$ cat src/rtl/core/aia_pkg.sv
`default_nettype none

package aia_pkg;

    localparam int AIA_CAPACITY = 256;
    localparam int VALUE_W      = 32;
    localparam int POS_W        = 9;
    localparam int FOUND_W      = 8;
    localparam int COUNT_W      = 9;

    typedef enum logic [1:0] {
        REQ_INSERT = 2'd0,
        REQ_REMOVE = 2'd1,
        REQ_READ   = 2'd2,
        REQ_FIND   = 2'd3
    } t_req_kind;

    typedef enum logic [1:0] {
        ST_OK       = 2'd0,
        ST_RANGE    = 2'd1,
        ST_FULL     = 2'd2,
        ST_NOTFOUND = 2'd3
    } t_status;

    typedef struct packed {
        t_req_kind                 req_type;
        logic [POS_W-1:0]          position;
        logic signed [VALUE_W-1:0] value;
    } t_req;

    typedef struct packed {
        t_status                   status;
        logic signed [VALUE_W-1:0] read_value;
        logic [FOUND_W-1:0]        found_position;
        logic [COUNT_W-1:0]        element_count;
    } t_rsp;

endpackage

`default_nettype wire

$ cat src/rtl/core/aia_seq.sv
`default_nettype none

module aia_seq
    import aia_pkg::*;
#(
    parameter int CAPACITY = AIA_CAPACITY
) (
    input  wire logic                        i_clk,
    input  wire logic                        i_rst_n,
    input  wire logic                        i_in_valid,
    output logic                             o_in_stall,
    input  wire t_req                        i_in_word,
    output logic                             o_done,
    output t_rsp                             o_rsp,
    input  wire logic                        i_out_free,
    output logic                             o_mem_we,
    output logic [$clog2(CAPACITY)-1:0]      o_mem_waddr,
    output logic [VALUE_W-1:0]               o_mem_wdata,
    output logic                             o_mem_re,
    output logic [$clog2(CAPACITY)-1:0]      o_mem_raddr,
    input  wire logic [VALUE_W-1:0]          i_mem_rdata
);

    localparam int AW = $clog2(CAPACITY);
    localparam int CW = $clog2(CAPACITY + 1);
    localparam int XW = (CW > POS_W) ? CW : POS_W;

    typedef enum logic [2:0] {
        S_IDLE,
        S_INS,
        S_INS_LAST,
        S_REM,
        S_READ,
        S_FIND,
        S_DONE
    } t_state;

    t_state             r_state;
    logic [CW-1:0]      r_count;
    t_req               r_req;
    logic [AW-1:0]      r_rd_ptr;
    logic [AW-1:0]      r_rd_addr_q;
    logic               r_rd_more;
    logic               r_rd_valid;
    t_status            r_status;
    logic [VALUE_W-1:0] r_rv;
    logic [FOUND_W-1:0] r_found;

    logic               accept;
    logic [XW-1:0]      pos_x;
    logic [XW-1:0]      cnt_x;
    logic [AW-1:0]      last_idx;

    assign o_in_stall = (r_state != S_IDLE);
    assign accept     = i_in_valid && !o_in_stall;
    assign pos_x      = XW'(i_in_word.position);
    assign cnt_x      = XW'(r_count);
    assign last_idx   = AW'(r_count - CW'(1));

    assign o_done                = (r_state == S_DONE);
    assign o_rsp.status          = r_status;
    assign o_rsp.read_value      = r_rv;
    assign o_rsp.found_position  = r_found;
    assign o_rsp.element_count   = COUNT_W'(r_count);

    // read of entry a comes back on the next cycle and is written to a+1 or a-1
    always_comb begin
        o_mem_we    = 1'b0;
        o_mem_waddr = r_rd_addr_q + AW'(1);
        o_mem_wdata = i_mem_rdata;
        o_mem_re    = 1'b0;
        o_mem_raddr = r_rd_ptr;
        case (r_state)
            S_INS: begin
                o_mem_re = r_rd_more;
                o_mem_we = r_rd_valid;
            end
            S_INS_LAST: begin
                o_mem_we    = 1'b1;
                o_mem_waddr = AW'(r_req.position);
                o_mem_wdata = r_req.value;
            end
            S_REM: begin
                o_mem_re    = r_rd_more;
                o_mem_we    = r_rd_valid;
                o_mem_waddr = r_rd_addr_q - AW'(1);
            end
            S_READ, S_FIND: begin
                o_mem_re = r_rd_more;
            end
            default: begin
                o_mem_re = 1'b0;
            end
        endcase
    end

    always_ff @(posedge i_clk) begin
        if (!i_rst_n) begin
            r_state    <= S_IDLE;
            r_count    <= '0;
            r_rd_more  <= 1'b0;
            r_rd_valid <= 1'b0;
        end else begin
            r_rd_valid <= o_mem_re;
            if (o_mem_re) begin
                r_rd_addr_q <= r_rd_ptr;
            end
            case (r_state)
                S_IDLE: begin
                    if (accept) begin
                        r_req     <= i_in_word;
                        r_status  <= ST_OK;
                        r_rv      <= '0;
                        r_found   <= '0;
                        r_rd_more <= 1'b1;
                        case (i_in_word.req_type)
                            REQ_INSERT: begin
                                if (pos_x > cnt_x) begin
                                    r_status <= ST_RANGE;
                                    r_state  <= S_DONE;
                                end else if (r_count == CW'(CAPACITY)) begin
                                    r_status <= ST_FULL;
                                    r_state  <= S_DONE;
                                end else if (pos_x == cnt_x) begin
                                    r_state <= S_INS_LAST;
                                end else begin
                                    r_rd_ptr <= last_idx;
                                    r_state  <= S_INS;
                                end
                            end
                            REQ_REMOVE: begin
                                if (pos_x >= cnt_x) begin
                                    r_status <= ST_RANGE;
                                    r_state  <= S_DONE;
                                end else if (pos_x == cnt_x - XW'(1)) begin
                                    r_count <= r_count - CW'(1);
                                    r_state <= S_DONE;
                                end else begin
                                    r_rd_ptr <= AW'(pos_x + XW'(1));
                                    r_state  <= S_REM;
                                end
                            end
                            REQ_READ: begin
                                if (pos_x >= cnt_x) begin
                                    r_status <= ST_RANGE;
                                    r_state  <= S_DONE;
                                end else begin
                                    r_rd_ptr <= AW'(pos_x);
                                    r_state  <= S_READ;
                                end
                            end
                            default: begin
                                if (r_count == '0) begin
                                    r_status <= ST_NOTFOUND;
                                    r_state  <= S_DONE;
                                end else begin
                                    r_rd_ptr <= '0;
                                    r_state  <= S_FIND;
                                end
                            end
                        endcase
                    end
                end
                S_INS: begin
                    if (o_mem_re) begin
                        if (r_rd_ptr == AW'(r_req.position)) begin
                            r_rd_more <= 1'b0;
                        end else begin
                            r_rd_ptr <= r_rd_ptr - AW'(1);
                        end
                    end
                    if (r_rd_valid && !r_rd_more) begin
                        r_state <= S_INS_LAST;
                    end
                end
                S_INS_LAST: begin
                    r_count <= r_count + CW'(1);
                    r_state <= S_DONE;
                end
                S_REM: begin
                    if (o_mem_re) begin
                        if (r_rd_ptr == last_idx) begin
                            r_rd_more <= 1'b0;
                        end else begin
                            r_rd_ptr <= r_rd_ptr + AW'(1);
                        end
                    end
                    if (r_rd_valid && !r_rd_more) begin
                        r_count <= r_count - CW'(1);
                        r_state <= S_DONE;
                    end
                end
                S_READ: begin
                    if (o_mem_re) begin
                        r_rd_more <= 1'b0;
                    end
                    if (r_rd_valid) begin
                        r_rv    <= i_mem_rdata;
                        r_state <= S_DONE;
                    end
                end
                S_FIND: begin
                    if (o_mem_re) begin
                        if (r_rd_ptr == last_idx) begin
                            r_rd_more <= 1'b0;
                        end else begin
                            r_rd_ptr <= r_rd_ptr + AW'(1);
                        end
                    end
                    if (r_rd_valid) begin
                        if (i_mem_rdata == r_req.value) begin
                            // first hit wins, any read still in flight is dropped
                            r_found   <= FOUND_W'(r_rd_addr_q);
                            r_rd_more <= 1'b0;
                            r_state   <= S_DONE;
                        end else if (!r_rd_more) begin
                            r_status <= ST_NOTFOUND;
                            r_state  <= S_DONE;
                        end
                    end
                end
                S_DONE: begin
                    r_rd_more <= 1'b0;
                    if (i_out_free) begin
                        r_state <= S_IDLE;
                    end
                end
                default: begin
                    r_state <= S_IDLE;
                end
            endcase
        end
    end

    a_count_bound: assert property (@(posedge i_clk) disable iff (!i_rst_n)
        r_count <= CW'(CAPACITY))
        else $error("element count above capacity");

    a_no_rw_clash: assert property (@(posedge i_clk) disable iff (!i_rst_n)
        (o_mem_we && o_mem_re) |-> (o_mem_waddr != o_mem_raddr))
        else $error("shift reads and writes the same entry");

    a_count_step: assert property (@(posedge i_clk) disable iff (!i_rst_n)
        ($past(i_rst_n) && (r_count != $past(r_count))) |->
            ((r_count == $past(r_count) + CW'(1)) || (r_count == $past(r_count) - CW'(1))))
        else $error("element count moved by more than one");

endmodule

`default_nettype wire

$ cat config.mk
export PLATFORM = sky130hd
export DESIGN_NAME = aia_seq
export DESIGN_NICKNAME = d
export VERILOG_FILES = /design/src/rtl/core/aia_pkg.sv /design/src/rtl/core/aia_seq.sv
export SDC_FILE = /design/constraint.sdc
export NUM_CORES = 1
export LEC_CHECK = 0
export BUFFER_PORTS_ARGS = -buffer_cell sky130_fd_sc_hd__buf_2
export CORE_MARGIN = 1.5
export CORE_UTILIZATION = 58
export DETAILED_ROUTE_END_ITERATION = 8
export PLACE_DENSITY_LB_ADDON = 0.05
export REMOVE_ABC_BUFFERS = 1
export SYNTH_ARGS = -nofsm -noshare
export SYNTH_HDL_FRONTEND = slang
export SYNTH_SLANG_ARGS = --single-unit
export TNS_END_PERCENT = 100
$ cat constraint.sdc
create_clock -name i_clk -period 5.05 [get_ports i_clk]
set_input_delay 1.01 -clock i_clk [delete_from_list [all_inputs] [get_ports i_clk]]
set_output_delay 1.01 -clock i_clk [all_outputs]
set_load 0.005 [all_outputs]
### Word level (Yosys, flattened, before mapping)

Cells that the tools add are included.

| word-level totals | value |
|---|---|
| register bits | 112 |
| bits of input ports | 79 |
| word-level logic and storage cells | 153 |

| operators by class | value |
|---|---|
| add/subtract/negate cells | 7 |
| $lt $le $gt $ge | 2 |
| equal/unequal tests | 40 |
| multiplexer cells | 67 |
| reductions and logical operators | 26 |

Operators by type and width:

| cell | number |
|---|---|
| $mux W8 | 15 |
| $mux W32 | 3 |
| $pmux W32 S2 | 1 |
| $pmux W8 S3 | 2 |
| $mux W9 | 5 |
| $mux W3 | 12 |
| $eq A32 B32 Y1 | 1 |
| $pmux W8 S2 | 2 |
| $ne A2 B2 Y1 const B | 15 |
| $pmux W9 S3 | 1 |
| $add A8 B1 Y8 const B | 3 |
| $ne A3 B3 Y1 const B | 7 |
| $pmux W3 S7 | 1 |
| $mux W2 | 10 |
| $eq A9 B9 Y1 | 2 |
| $eq A8 B8 Y1 | 2 |
| $sub A8 B1 Y8 const B | 2 |
| $reduce_and A14 Y1 | 1 |
| $reduce_and A6 Y1 | 2 |
| $mux W1 | 10 |
| $reduce_and A5 Y1 | 2 |
| $add A9 B1 Y9 const B | 1 |
| $eq A3 B3 Y1 const B | 3 |
| $eq A9 B9 Y1 const B | 1 |
| other kinds (27) | 38 |

### Depth between registers and ports, before layout

Gate-level depths: netlist of the first run.

| depth | value |
|---|---|
| word-level depth | 7 |
| gate-level depth with buffers | 13 |
| depth with buffers taken out | 13 |

### Worst setup path before layout of the first run

Ideal clock, no wire load.

| path | value |
|---|---|
| kind | in2reg |
| start | input port i_rst_n |
| end | register r_req[0] in the netlist's numbering (enable) |
| data arrival time | 2943 ps |
| data required time | 4613 ps |
| setup slack | 1670 ps |
| stages on the path | 3 |
| path buffers | 1 |
| cells stage by stage | inv_1 clkbuf_1 nor2_1 |

| between the ends | value |
|---|---|
| word-level cells in the longest chain between the ends | 1 |

Ends and longest elaborated chain:

| element | line | RTL |
|---|---|---|
| start: declaration | aia_seq.sv:9 | `input wire logic i_rst_n,` |
| $reduce_and A3 Y1 (no line) | -- |  |
| end signal: assignment | aia_seq.sv:111 | `r_req <= i_in_word;` |
| end: declaration | aia_seq.sv:40 | `t_req r_req;` |

No other way between the ends.
A chain may end at the register's enable or synchronous reset.

### Worst setup path after layout of the first run

| path | value |
|---|---|
| start | register r_state[0] |
| end | output port o_mem_waddr[7] |

| between the ends | value |
|---|---|
| word-level cells in the longest chain between the ends | 2 |
| elaborated cells between the ends (all ways) | 3 |
| classes of those cells | 2 x eq/ne; 1 x mux |

Ends and longest elaborated chain:

| element | line | RTL |
|---|---|---|
| start: declaration | aia_seq.sv:38 | `t_state r_state;` |
| start signal: assignment | aia_seq.sv:99 | `r_state <= S_IDLE;` |
| start signal: assignment | aia_seq.sv:120 | `r_state <= S_DONE;` |
| start signal: assignment | aia_seq.sv:123 | `r_state <= S_DONE;` |
| $eq A3 B2 Y1 | aia_seq.sv:73 | `case (r_state)` |
| $pmux W8 S2 * | aia_seq.sv:73 |  |
| end: declaration | aia_seq.sv:17 | `output logic [$clog2(CAPACITY)-1:0] o_mem_waddr,` |

Every way passes the cells marked *; elsewhere a longest branch is shown, timed or not.

==> flow_summary_export.csv, run 1 <==
group,metric,value,unit
outcome,violations,"design-rule violations",
timing,fin_tns_setup,0,ns
logic_synthesis,ys_seq_elements,112,
cts,cts_tree,"yes",
routing,wl_per_cell,18.36,µm
die,die_x,112.4,µm
setup_path,crit_arrival,3.24,ns
logic_synthesis,postSynthAreaPerCell,9.683,µm²
timing,worstMarginPinSlew,1.246,ns
routing,drtPass1Iterations,9,
setup_path,cp-start-kind,"flop",
global_route,grt_pass1_wl,29.08,mm
global_route,antenna_found_initial,0,
layout,mostFrequentLayoutCell,"buf_2",
flow_run,maxCapViolations,0,
layout,design_area,8284,µm²
timing,maxSlewHeadroom,16.29,%
logic_synthesis,synth_cells,717,
cts,cts_setup_buffers,0,
setup_path,max_stage_delay,0.81,ns
global_route,grt_overflow,0,
timing,finalSetupViolCount,0,
logic_synthesis,ys_types,61,
routing,drtIter0Drc,731,
logic_synthesis,seq_area_frac_synth,46.42,%
cts,clockRootBuffer,"clkbuf_16",
timing,min_period,4.247,ns
routing,detail_route.drc_violations,19,
cts,htree_levels,3,
layout,multiInputGateArea,3483,µm²
layout,drive_gt1_share,24.32,%
die,core,11560,µm²
layout,area_delta_synth_final,19.32,%
routing,ant_nets,0,
routing,viasPerCell,5.969,
setup_path,critPathBufInv,2,
layout,nFillCells,880,
pwr,p_leak,3.646,nW
logic_synthesis,yosysWarningCount,0,
placement,placed_cell_area,7956,µm²
routing,wl,18.86,mm
cts,clk-insertion-delay-late,0.36,ns
placement,port_buffers,181,
die,start_util,60.03,%
global_route,grt_max_degree,42,
outcome,status,"complete, but fails checks",
timing,drv_slew,0,
global_route,grt_use_total,29.30,%
cts,holdBufCountCts,0,
setup_path,cp_top_family,"compound AO/OA/AOI/OAI gates",
setup_path,critPathMaxFanout,24,
die,die_height,112.4,µm
timing,rsz0062_at_grt,"no",
setup_path,critical_path_class,"flop to output pin",
cts,cts_num_sinks,112,
routing,via_count,6130,
logic_synthesis,synth_edf_count,98,
layout,antenna_cells,0,
pwr,power.density,435.9,nW/µm²
logic_synthesis,synth_ff_type,"edfxtp_1",
setup_path,crit_path_top_delay_cell,"dfxtp_1",
layout,final_cell_mix,"buf_2 (181), nand2_1 (146), edfxtp_1 (98)",
logic_synthesis,async_flop_share,0,%
die,dieArea,12640,µm²
setup_path,path_cells,"nand3_1 > inv_1 > ha_1 > a21o_1 > a21oi_1 > o21bai_1 > a21oi_1 > o21bai_1 > nor4_1 > a211oi_1 > buf_2",
die,num_rows,39,
logic_synthesis,synthesis.area,6943,µm²
timing,period_share,84.11,%
hold_path,hold_path.class,"flop to flop",
setup_path,cp-end-kind,"output pin",
placement,gp_congestion,0.9310,
timing,finClkSkew,0.009350,ns
timing,hold_viol_final,0,
cts,clk_path_buf_depth,2,
pwr,ir_drop,0.3061,mV
timing,fmax,235.4,MHz
cts,cts.clk_slew.worst_paths,0.07,ns
layout,regArea,3223,µm²
layout,nNetsFinal,991,
global_route,first_global_vias,5719,
cts,cts_resized,0,
cts,cts_buffers,9,
die,io_pins,182,
setup_path,crit_required,4.04,ns
placement,dp_hpwl,13.87,mm
-- stage by stage --
| step | worst slack (ns) | util, % | hold WS (ns) | power (W) | std cells |
|---|---|---|---|---|---|
| final | 0.8026 | 71.63 | 0.5662 | 0.003611 | 1027 |
| after global routing | 0.4973 | 71.63 | 0.5949 | 0.003812 | 1027 |
| after CTS | 0.8250 | 71.63 | 0.5598 | 0.003609 | 1027 |
| after detailed placement | 1.120 | 68.80 | 0.5431 | 0.002819 | 1011 |
| after global placement | 1.233 | 68.80 | 0.5132 | 0.002784 | 1011 |
| after floorplan | 1.191 | - | 0.5058 | 0.002262 | 682 |
-- report_power, final --
| part | switching, W | internal (W) |
|---|---|---|
| clock network | 0.000346 | 0.000443 |
| registers | 0.000126 | 0.00117 |
| logic | 0.000911 | 0.000611 |
-- worst register-to-register path, cell delays in order, from the launching register on --
cell	delay, ns
dfxtp_1	0.67
inv_1	0.26
nor2_2	0.14
buf_4	0.35
nand2_1	0.28
nand2_1	0.28
inv_1	0.19
ha_1	0.33
a21o_1	0.17
a21oi_1	0.23
o21bai_1	0.10
a21oi_1	0.23
o21ai_0	0.15
xnor2_1	0.17
o22ai_1	0.10
-- cells by family (layout without fill, tap and decap cells) --
family                     Yosys count  count (layout)  share of synthesized area (%)
AOI/OAI and AO/OA                  122             122                          11.93
buffers and inverters               69             236                          3.892
DFF                                112             112                          46.42
and+or+nand+nor                    292             292                          19.86
muxes                                4               4                         0.5767
xor gates and xnor gates            83              83                          10.87
adders and majority gates           35              35                          6.452
-- Yosys cell counts (all sizes together) (7+ instances only) --
master | number | area (µm²)
a21oi | 31 | 155.2
a222oi | 7 | 70.07
and3 | 44 | 275.3
buf | 10 | 48.79
clkbuf | 25 | 93.84
dfxtp | 14 | 280.3
edfxtp | 98 | 2943
ha | 31 | 387.9
inv | 34 | 127.6
nand2 | 146 | 548.0
nand3 | 17 | 85.08
nand4 | 13 | 81.33
nor2 | 34 | 132.6
nor3 | 10 | 55.05
o21ai | 16 | 80.07
o22ai | 14 | 87.58
o31ai | 8 | 60.06
xnor2 | 62 | 543.0
xor2 | 19 | 166.4
-- cell type report --
| class | instances | share of cell area [%] |
|---|---|---|
| clock buffer | 9 | 2.719 |
| clock inverter | 7 | 1.238 |
| inverter | 34 | 1.541 |
| multi-input combinational | 536 | 42.05 |
| sequential | 112 | 38.91 |
| tap | 143 | 2.160 |
| timing repair buffer | 186 | 11.39 |
-- sequential cells by signal, indices dropped and copies added (netlist names) --
register,flops
r_rd_more,1
o_mem_raddr,8
r_state,3
cnt_x,9
r_req,40
r_rd_valid,1
r_rv,32
r_status,2
r_rd_addr_q,8
r_found,8
-- routing by layer --
metal / global-route usage, % / routed length, µm / up-vias
met5: 0 / 0 / -
met4: 8.692 / 377 / 0
met3: 5.940 / 1377 / 36
met2: 50.39 / 9449 / 303
met1: 37.72 / 7650 / 2898
li1: - / - / 2893
-- path summary, 6_finish.rpt --
kind	startpoint	to	slack, ns	depth (start not counted)
max	r_state[0]$_SDFFE_PN0P_	o_mem_waddr[7]	0.80	11
max reg2reg	r_state[2]$_SDFFE_PN0P_	o_mem_raddr[7]$_DFFE_PP_	1.16	14
min	cnt_x[6]$_SDFFE_PN0P_	cnt_x[6]$_SDFFE_PN0P_	0.57	2
min reg2reg	cnt_x[6]$_SDFFE_PN0P_	cnt_x[6]$_SDFFE_PN0P_	0.57	2
(Power assumes the default switching activity.)
==> inputs of run 2 (changes only) <==
Settings changed: ABC_AREA from default to 1, CORE_UTILIZATION 58 to 54.
Clock period 5.05 ns to 4.27 ns, I/O delays scaled along.
==> run 2 against run 1 <==
Net effect:
- the run now ends clean
- worst hold slack got worse by 0.046 ns
- via count rose by 3.7%
- largest power group unchanged
- critical path depth rose by 3
- first-iteration DRC count fell by 28%
- largest cell class unchanged
- routed wire length fell by 3.3%
- flip-flop and latch count did not move
- combinational power rose by 24%
- synthesized cell count rose by 22%
- non-clock buffer count rose by 2
- clock-buffer cell count rose by 1
- die area rose by 9.6%
- sequential share of layout area fell by 0.85 points
==> flow_summary_export.csv, run 2 <==
group,metric,value,unit
placement,placed_cell_area,8170,µm²
pwr,p_leak,3.920,nW
routing,drtIter0Drc,525,
timing,min_period,3.698,ns
pwr,ir_drop,0.3391,mV
layout,nNetsFinal,1160,
placement,dp_hpwl,13.84,mm
cts,clk_path_buf_depth,2,
global_route,grt_pass1_wl,29.73,mm
setup_path,crit_top_cell,"nand2_1",
routing,via_count,6356,
logic_synthesis,synth_top_area_share,41.44,%
logic_synthesis,synth_ff_type,"edfxtp_1",
cts,cts.clk_slew.worst_paths,0.07,ns
logic_synthesis,synth_edf_count,98,
outcome,status,"completed",
logic_synthesis,synthesis.area,7101,µm²
cts,cts_setup_buffers,0,
layout,design_area,8468,µm²
layout,largest_reg_flops,40,
setup_path,cp-end-kind,"output pin",
cts,htree_levels,3,
die,die_height,117.7,µm
logic_synthesis,synth_cells,872,
logic_synthesis,seq_area_frac_synth,45.39,%
routing,viasPerCell,5.184,
die,start_util,55.81,%
routing,detail_route.drc_violations,0,
logic_synthesis,async_flop_share,0,%
logic_synthesis,ys_seq_elements,112,
setup_path,crit_arrival,2.84,ns
setup_path,cp-start-kind,"flop",
timing,fmax,270.4,MHz
logic_synthesis,yosys-top-cells-area,"edfxtp_1 (41%), nand2_1 (10%), nor2_1 (6.4%)",
global_route,first_global_vias,5934,
logic_synthesis,postSynthAreaPerCell,8.143,µm²
pwr,total_power,0.004352,W
cts,cts_resized,0,
setup_path,max_stage_delay,0.45,ns
die,die_x,117.7,µm
timing,period_share,86.61,%
pwr,power.density,513.9,nW/µm²
die,num_rows,41,
placement,gp_congestion,0.8939,
layout,area_delta_synth_final,19.26,%
timing,hold_viol_final,0,
routing,ant_nets,0,
hold_path,hold_path.class,"flop to flop",
logic_synthesis,yosysTopAreaCell,"edfxtp_1",
cts,cts_buffers,9,
global_route,grt_use_total,26.94,%
routing,wl_per_cell,14.87,µm
die,dieArea,13850,µm²
setup_path,crit_path_top_delay_cell,"dfxtp_1",
logic_synthesis,yosysMostFrequentCell,"nand2_1",
timing,drv_slew,0,
setup_path,critical_path_class,"flop to output pin",
timing,finClkSkew,0.009398,ns
setup_path,path_cells,"inv_1 > nor2_1 > buf_4 > ha_1 > a21oi_1 > nand2_1 > nand2_1 > nand2_1 > a21oi_1 > nor2_1 > o21ai_0 > nand3b_1 > a31oi_1 > buf_2",
layout,mostFrequentLayoutCell,"nand2_1",
routing,wl,18.24,mm
cts,cts_tree,"yes",
cts,holdBufCountCts,0,
logic_synthesis,synth_commonest_cells,"nand2_1 (196), nor2_1 (121), inv_1 (110), edfxtp_1 (98), o21ai_0 (65)",
global_route,antenna_found_initial,0,
timing,worstMarginPinSlew,1.066,ns
timing,fin_tns_setup,0,ns
die,core,12720,µm²
layout,final_cell_mix,"nand2_1 (196), buf_2 (181), nor2_1 (120)",
placement,port_buffers,181,
timing,finalSetupViolCount,0,
global_route,grt_max_degree,82,
die,io_pins,182,
layout,drive_gt1_share,23.46,%
flow_run,maxCapViolations,0,
setup_path,crit_required,3.42,ns
logic_synthesis,ys_types,47,
cts,cts_num_sinks,112,
routing,drtPass1Iterations,5,
cts,clockRootBuffer,"clkbuf_16",
timing,maxSlewHeadroom,28.76,%
timing,rsz0062_at_grt,"no",
cts,clk-insertion-delay-late,0.36,ns
global_route,grt_overflow,0,
logic_synthesis,yosysWarningCount,0,
layout,regMostFlops,"r_req",
setup_path,critPathMaxFanout,10,
run 2: layout make-up:
cell class,instances,area (µm²)
Fill cell,1133,4254
Multi-Input combinational cell,621,3333
Sequential cell,112,3223
Timing Repair Buffer,188,958.4
Inverter,116,440.4
Clock buffer,10,229.0
Tap cell,172,215.2
Clock inverter,6,66.31
Antenna cell,1,2.502
run 2: metrics by stage:
step | setup slack [ns] | instances | hold WS [ns] | util [%]
3_3_place_gp | 1.064 | 1209 | 0.5073 | 64.22
4_1_cts | 0.5706 | 1225 | 0.5241 | 66.54
2_1_floorplan | 0.04768 | 849 | 0.5070 | -
5_1_grt | 0.2319 | 1225 | 0.5699 | 66.54
6_report | 0.5720 | 1226 | 0.5199 | 66.56
3_5_place_dp | 0.9795 | 1209 | 0.5131 | 64.22
run 2: cells by family after synthesis:
logic type | count (synthesis) | synth area share, %
fa+ha+maj | 33 | 6.026
buf+inv | 139 | 7.912
compound gates | 133 | 10.40
xor+xnor | 41 | 5.057
flops | 112 | 45.39
simple gates | 414 | 25.22
run 2: routing by layer:
metal | global-route usage [%] | vias to the layer above | wire, µm
met2 | 45.43 | 216 | 8661
met1 | 35.46 | 2882 | 7994
met3 | 4.312 | 31 | 1097
li1 | - | 3227 | -
met5 | 0 | - | 0
met4 | 9.070 | 0 | 484
run 2: power by group:
group	total (W)	leakage (nW)	switching, W	internal, W
sequential	0.00161	1.03	0.000150	0.00146
clock	0.000860	0.147	0.000401	0.000459
combinational	0.00188	2.74	0.00119	0.000695
run 2: path summary, 6_finish.rpt:
check | from | end | cells past startpoint | slack (ns)
max | r_state[1]$_SDFFE_PN0P_ | o_mem_waddr[7] | 14 | 0.57
min | cnt_x[8]$_SDFFE_PN0P_ | cnt_x[8]$_SDFFE_PN0P_ | 2 | 0.52
max reg2reg | r_state[1]$_SDFFE_PN0P_ | o_mem_raddr[7]$_DFFE_PP_ | 17 | 1.06
min reg2reg | cnt_x[8]$_SDFFE_PN0P_ | cnt_x[8]$_SDFFE_PN0P_ | 2 | 0.52
run 2: worst max-delay path: cells and delay by family (launching register included):
kind	cells	cell delay (ns)
AO/OA/AOI/OAI	4	0.74
buffers and inverters	3	0.49
AND/OR/NAND/NOR	6	0.53
flip-flops	1	0.45
adder cells (fa/ha/maj)	1	0.29
